$ cat config.mk
export PLATFORM = sky130hd
export DESIGN_NAME = tbot_ctrl
export DESIGN_NICKNAME = d
export VERILOG_FILES = /design/src/design/tbot_pkg.sv /design/src/design/tbot_ctrl.sv
export SDC_FILE = /design/constraint.sdc
export NUM_CORES = 1
export LEC_CHECK = 0
export BUFFER_PORTS_ARGS = -buffer_cell sky130_fd_sc_hd__buf_4
export CORE_UTILIZATION = 45
export DETAILED_ROUTE_END_ITERATION = 8
export PLACE_DENSITY = 0.75
export SETUP_SLACK_MARGIN = 0.15
export SYNTH_ARGS = -nofsm -noshare
export SYNTH_HDL_FRONTEND = slang
export SYNTH_SLANG_ARGS = --single-unit
$ cat constraint.sdc
create_clock -name i_clk -period 4.9 [get_ports i_clk]
set_input_delay 0.735 -clock i_clk [delete_from_list [all_inputs] [get_ports i_clk]]
set_output_delay 0.735 -clock i_clk [all_outputs]
set_load 0.01 [all_outputs]
$ cat src/design/tbot_pkg.sv
// ---------------------------------------------------------------------------
// tbot_pkg
// Shared widths, command and status types and axis lookup functions for
// the triangle versus box overlap test.
// ---------------------------------------------------------------------------
`default_nettype none

package tbot_pkg;

    localparam int CW  = 24;
    localparam int LW  = CW + 2;
    localparam int HW  = CW + 1;
    localparam int EW  = CW + 1;
    localparam int NW  = 2 * CW + 3;
    localparam int NLW = CW + 1;
    localparam int MW  = CW + 3;
    localparam int PW  = 2 * MW;
    localparam int AW  = 3 * CW + 8;

    localparam logic [1:0] K_TEST  = 2'd3;
    localparam logic [1:0] GRP_RAD = 2'd3;
    localparam logic [1:0] GRP_LASTV = 2'd2;
    localparam logic [3:0] AX_NRM  = 4'd0;
    localparam logic [3:0] AX_LAST = 4'd9;
    localparam logic [2:0] T_NRM_LAST = 3'd5;
    localparam logic [2:0] T_CRS_LAST = 3'd1;
    localparam logic [2:0] T_GAP_LAST = 3'd1;

    typedef struct packed {
        logic       start;
        logic       load;
        logic       mac;
        logic       clr;
        logic       norm;
        logic       store_n;
        logic       end_proj;
        logic       end_rad;
        logic       cmp;
        logic       last;
        logic       out_load;
        logic [3:0] axis;
        logic [1:0] grp;
        logic [2:0] term;
    } t_cmd;

    typedef struct packed {
        logic fin;
    } t_stat;

    function automatic logic [1:0] f_nxt(input logic [1:0] i);
        logic [1:0] r;
        unique case (i)
            2'd0:    r = 2'd1;
            2'd1:    r = 2'd2;
            default: r = 2'd0;
        endcase
        return r;
    endfunction

    function automatic logic [1:0] f_axj(input logic [3:0] a);
        logic [1:0] r;
        unique case (a)
            4'd4, 4'd5, 4'd6: r = 2'd1;
            4'd7, 4'd8, 4'd9: r = 2'd2;
            default:          r = 2'd0;
        endcase
        return r;
    endfunction

    function automatic logic [1:0] f_axk(input logic [3:0] a);
        logic [1:0] r;
        unique case (a)
            4'd2, 4'd5, 4'd8: r = 2'd1;
            4'd3, 4'd6, 4'd9: r = 2'd2;
            default:          r = 2'd0;
        endcase
        return r;
    endfunction

endpackage

`default_nettype wire

$ cat src/design/tbot_ctrl.sv
// ---------------------------------------------------------------------------
// tbot_ctrl
// Sequencer: walks the normal build, the ten axis projections and
// the result handoff, and owns the handshakes.
// ---------------------------------------------------------------------------
`default_nettype none

module tbot_ctrl import tbot_pkg::*; (
    input  wire logic       i_clk,
    input  wire logic       i_rst_n,
    input  wire logic       i_valid,
    input  wire logic [1:0] i_kind,
    output logic            o_stall,
    output logic            o_valid,
    input  wire logic       i_stall,
    input  wire t_stat      i_stat,
    output t_cmd            o_cmd
);

    localparam logic [2:0] S_IDLE  = 3'd0;
    localparam logic [2:0] S_NORM  = 3'd1;
    localparam logic [2:0] S_GAP   = 3'd2;
    localparam logic [2:0] S_PROJ  = 3'd3;
    localparam logic [2:0] S_CMP   = 3'd4;
    localparam logic [2:0] S_DRAIN = 3'd5;
    localparam logic [2:0] S_DONE  = 3'd6;

    logic [2:0] r_state, n_state;
    logic [3:0] r_axis, n_axis;
    logic [1:0] r_grp, n_grp;
    logic [2:0] r_term, n_term;
    logic       r_out_valid, n_out_valid;
    logic       in_acc, out_free, tlast;

    assign o_stall  = (r_state != S_IDLE);
    assign o_valid  = r_out_valid;
    assign in_acc   = i_valid && !o_stall;
    assign out_free = !r_out_valid || !i_stall;
    assign tlast    = (r_state == S_NORM) ? (r_term == T_CRS_LAST) :
                      (r_axis == AX_NRM) ? (r_term == T_NRM_LAST) : (r_term == T_CRS_LAST);

    always_comb begin
        o_cmd          = '0;
        o_cmd.axis     = r_axis;
        o_cmd.grp      = r_grp;
        o_cmd.term     = r_term;
        n_state        = r_state;
        n_axis         = r_axis;
        n_grp          = r_grp;
        n_term         = r_term;
        n_out_valid    = r_out_valid && i_stall;
        unique case (r_state)
            S_IDLE: begin
                o_cmd.start = in_acc && (i_kind == K_TEST);
                o_cmd.load  = in_acc && (i_kind != K_TEST);
                n_axis = '0;
                n_grp  = '0;
                n_term = '0;
                if (o_cmd.start) n_state = S_NORM;
            end
            S_NORM: begin
                o_cmd.mac     = 1'b1;
                o_cmd.norm    = 1'b1;
                o_cmd.clr     = (r_term == 3'd0);
                o_cmd.store_n = tlast;
                if (tlast) begin
                    n_term = '0;
                    if (r_grp == GRP_LASTV) begin
                        n_grp   = '0;
                        n_state = S_GAP;
                    end else begin
                        n_grp = r_grp + 2'd1;
                    end
                end else begin
                    n_term = r_term + 3'd1;
                end
            end
            S_GAP: begin
                if (r_term == T_GAP_LAST) begin
                    n_term  = '0;
                    n_state = S_PROJ;
                end else begin
                    n_term = r_term + 3'd1;
                end
            end
            S_PROJ: begin
                o_cmd.mac      = 1'b1;
                o_cmd.clr      = (r_term == 3'd0);
                o_cmd.end_proj = tlast && (r_grp != GRP_RAD);
                o_cmd.end_rad  = tlast && (r_grp == GRP_RAD);
                if (tlast) begin
                    n_term = '0;
                    n_grp  = r_grp + 2'd1;
                    if (r_grp == GRP_RAD) n_state = S_CMP;
                end else begin
                    n_term = r_term + 3'd1;
                end
            end
            S_CMP: begin
                o_cmd.cmp  = 1'b1;
                o_cmd.last = (r_axis == AX_LAST);
                n_grp      = '0;
                n_term     = '0;
                if (r_axis == AX_LAST) begin
                    n_state = S_DRAIN;
                end else begin
                    n_axis  = r_axis + 4'd1;
                    n_state = S_PROJ;
                end
            end
            S_DRAIN: begin
                if (i_stat.fin) n_state = S_DONE;
            end
            S_DONE: begin
                o_cmd.out_load = out_free;
                if (out_free) begin
                    n_out_valid = 1'b1;
                    n_state     = S_IDLE;
                end
            end
            default: begin
                n_state = S_IDLE;
            end
        endcase
    end

    always_ff @(posedge i_clk) begin
        if (!i_rst_n) begin
            r_state     <= S_IDLE;
            r_axis      <= '0;
            r_grp       <= '0;
            r_term      <= '0;
            r_out_valid <= 1'b0;
        end else begin
            r_state     <= n_state;
            r_axis      <= n_axis;
            r_grp       <= n_grp;
            r_term      <= n_term;
            r_out_valid <= n_out_valid;
        end
    end

    a_fin_in_drain: assert property (@(posedge i_clk) disable iff (!i_rst_n)
        i_stat.fin |-> (r_state == S_DRAIN))
        else $error("finish status outside drain");

    a_no_overwrite: assert property (@(posedge i_clk) disable iff (!i_rst_n)
        (r_state == S_DONE && r_out_valid && i_stall) |=> (r_state == S_DONE))
        else $error("result register overwritten while held");

    a_test_busy: assert property (@(posedge i_clk) disable iff (!i_rst_n)
        (in_acc && i_kind == K_TEST) |=> (o_stall && r_state == S_NORM))
        else $error("test word did not start the sequence");

    a_term_range: assert property (@(posedge i_clk) disable iff (!i_rst_n)
        (r_state == S_PROJ && r_axis != AX_NRM) |-> (r_term <= T_CRS_LAST))
        else $error("cross axis term counter out of range");

endmodule

`default_nettype wire
Word level (Yosys, flattened, before mapping) --
Cells that the tools add are included.
Storage, ports and cells: flip-flop bits (word level) 13, bits of input ports 7, output and inout port bits 22, logic and storage cells 82
Operators by class: add/sub/neg operators 3, eq/ne operators 23, muxes and demuxes 29, reduce and logical (&&, ||, !) cells 22
Operators by type and width (count):
- $mux W3 | 11
- $pmux W3 S7 | 1
- $ne A2 B2 Y1 const B | 10
- $mux W2 | 8
- $eq A3 B3 Y1 const B | 4
- $pmux W3 S3 | 1
- $reduce_bool A3 Y1 | 3
- $pmux W4 S2 | 1
- $reduce_and A8 Y1 | 1
- $eq A2 B2 Y1 const B | 3
- $eq A3 B1 Y1 const B | 2
- $eq A3 B2 Y1 const B | 2
- $logic_and A1 B1 Y1 | 6
- $logic_not A3 Y1 | 2
- $pmux W2 S3 | 1
- $mux W1 | 5
- $add A4 B1 Y4 const B | 1
- $eq A4 B4 Y1 const B | 1
- $logic_not A4 Y1 | 1
- $mux W4 | 1
- $reduce_or A2 Y1 | 2
- $add A3 B1 Y3 const B | 1
- $logic_not A1 Y1 | 3
- $reduce_and A3 Y1 | 1
- other kinds (5) | 5

Longest topological paths before layout --
depth after elaboration 6, depth in mapped cells 7, depth with buffers taken out 7

Worst setup path after synthesis --
No wires, ideal clock.
path type register to output, start point register r_axis[0], end point output port o_cmd[12] (netlist name), data arrival time 1531 ps, data required time 4165 ps, path slack 2634 ps, stages on the path, launching flop included 6, path buffers 0, cells stage by stage dfxtp_1 inv_1 ha_1 nor3b_4 xor2_1 nor4_1
RTL lines:
- start: declaration | RTL line tbot_ctrl.sv:29 | logic [3:0] r_axis, n_axis;
- start signal: assignment | RTL line tbot_ctrl.sv:136 | r_axis <= n_axis;
- end: declaration | RTL line tbot_ctrl.sv:17 | output t_cmd o_cmd

==> flow_summary.ini <==
[route]
drt_first_pass_iters = 4
ant_nets = 0
vias = 1109
post_drt_via_cell_ratio = 5.66
drtIter0Drc = 15
avgRoutedWirePerCell_um = 12.5
drc = 0
routed_wl_mm = 2.45

[finish]
syn_to_final_growth_pct = 20.9
drive_gt1_share_pct = 20.2
final_cell_mix = 28 x buf_4, 16 x nand2_1, 15 x inv_1
diodes = 0
layout.cells.non_filler = 196
multi_input_area_um2 = 728
fillCellCount = 228
final-seq-area_um2 = 260
finish.instance_area_mm2 = 0.00132
final_nets = 186
final_common_cell = buf_4

[global_route]
grt_max_degree = 26
antenna_found_initial = 0
grt_pass1_wl_mm = 4.02
grt_overflow_total = 0
track_usage_pct = 20.1
grt_pass1_vias = 914

[timing]
rsz0062_at_grt = false
fin_worst_skew_ns = 0.00259
fmax_mhz = 369
final_hold_viol_count = 0
tns_ns = 0
finalSetupViolations = 0
drv_slew = 0
relSlewSlack_pct = 51.1
finalCritPeriodShare_pct = 55.3
final.min_clock_period_ns = 2.71
worst_pin_slew_ns = 0.733

[worst_setup_path]
rr_endpoint = r_state[1]
crit_type = register to output port
critPathLaunchType = register
worstPathRequired_ns = 4.16
rr_startpoint = r_state[1]
reg2reg_depth = 5
cp.arrival_ns = 1.97
reg2reg_slack_ns = 2.82
crit_start = r_state[0]
crit_path_end_kind = output port
crit_fanout = 20

[placement]
dpl_cell_area_mm2 = 0.00129
gp_congestion = 0.781
dp.cells = 192
numPortBuffers = 28
hpwl_mm = 1.79

[clock_network]
cts_tree = yes
cts.sink_count = 13
root_buffer = clkbuf_4
cts-resized-gates = 0
numCtsBuffers = 3
hold_buffers = 0
post_cts_buffers = 0
max-clock-path-buffers = 2
htree_levels = 1
clkTransAtPathRegs_ns = 0.08
insertion_delay_ns = 0.27

[power]
p_seq_share_pct = 33.5
p_leak_uw = 0.000595
p_switching_uw = 208
swShare_pct = 44.7
p_comb_share_pct = 52.2
pwr-share-clk_pct = 14.3
ir_worst_vdd_uv = 307
p_int_uw = 258
p_per_area_mw_per_mm2 = 354
total_power_uw = 466

[floorplanning]
num_rows = 17
start_util_pct = 48.3
die_w_um = 51.2
dieHeight_um = 51.2
core_area_mm2 = 0.00225
die_area_mm2 = 0.00262
io_pins = 29

[worst_hold_path]
hold_path_end = r_term[1]
holdPathStages = 2
hp-start = r_term[1]
min_path_type = register to register

[logic_synthesis]
syn_area_mm2 = 0.00109
ys_async_sr_fraction_pct = 0
synth.net_count = 163
yosysWarnings = 0
yosysUniqueCellTypes = 43
synth_edf_count = 0
syn_inst = 146
syn_area_per_cell_um2 = 7.46
synth_flop_cell = dfxtp_1
synth-seq-cells = 13
seq_area_frac_synth_pct = 23.9

[run_status]
status = finished, final reports clean

[run]
maxCapViolCount = 0
[final cells by class]
class                           instances  share of cell area, %
Tap cell                               28                   2.66
Sequential cell                        13                   19.8
Clock buffer                            4                   2.00
Inverter                               15                   4.28
Timing Repair Buffer                   28                   16.0
Multi-Input combinational cell        108                   55.3
[cell families (layout without fill, tap and decap cells)]
group                      after synthesis  after routing  synth area share [%]
DFF                                     13             13                  23.9
adders and majority gates               10             10                  11.5
AOI/OAI and AO/OA                       38             38                  24.3
muxes                                    1              1                 0.920
and+or+nand+nor                         58             58                  29.4
xor gates and xnor gates                 1              1                 0.805
buffers and inverters                   25             47                  9.19
[worst max path at each step]
stage	slack [ns]	cells after the start	endpoint
6_report	2.19	3	o_cmd[12]
5_1_grt	2.03	3	o_cmd[12]
4_1_cts	2.18	3	o_cmd[12]
3_5_place_dp	2.50	3	o_cmd[12]
3_3_place_gp	2.62	6	o_cmd[12]
2_1_floorplan	2.63	5	o_cmd[12]
[worst max-delay path, cell delays in order, from the launching register on]
cell      delay, ns
dfxtp_1        0.70
nand2b_1       0.33
nor4_1         0.47
buf_4          0.20
[power by group through the flow]
stage / logic, uW / clock network (uW) / registers, uW
floorplan: 186 / 0 / 139
global placement: 237 / 0 / 156
detailed placement: 243 / 0 / 158
CTS: 246 / 68.8 / 156
global route: 273 / 75.3 / 161
finish: 243 / 66.4 / 156
[stage by stage]
step | utilization, % | setup WS, ns | hold WS, ns
global route | 58.4 | 2.03 | 0.572
CTS | 58.4 | 2.18 | 0.536
finish | 58.4 | 2.19 | 0.534
global placement | 57.2 | 2.62 | 0.531
detailed placement | 57.2 | 2.50 | 0.522
floorplan | - | 2.63 | 0.527
[metal layers]
metal | track usage [%] | wire, um | vias to the layer above
li1 | - | - | 558
met1 | 26.2 | 1120 | 514
met2 | 34.4 | 1180 | 35
met3 | 2.68 | 134 | 2
met4 | 5.56 | 9 | 0
met5 | 0 | 0 | -
[registers in the layout, summed over array words and instances, names as in the netlist]
| signal | cells |
|---|---|
| r_axis | 4 |
| r_grp | 2 |
| r_term | 3 |
| r_state | 3 |
| o_valid | 1 |
[cell usage after synthesis (all sizes together), types with 5 or more instances]
| cell | count | area (um^2) |
|---|---|---|
| nand2 | 16 | 60.1 |
| inv | 15 | 56.3 |
| dfxtp | 13 | 260 |
| ha | 10 | 125 |
| a21oi | 8 | 40.0 |
| o21ai | 8 | 40.0 |
| nor2 | 7 | 26.3 |
| buf | 6 | 28.8 |
| nand3 | 6 | 30.0 |
| nor2b | 5 | 31.3 |
| nor3 | 5 | 25.0 |
| nor3b | 5 | 48.8 |
No activity file was read; power rests on OpenSTA's default activity.
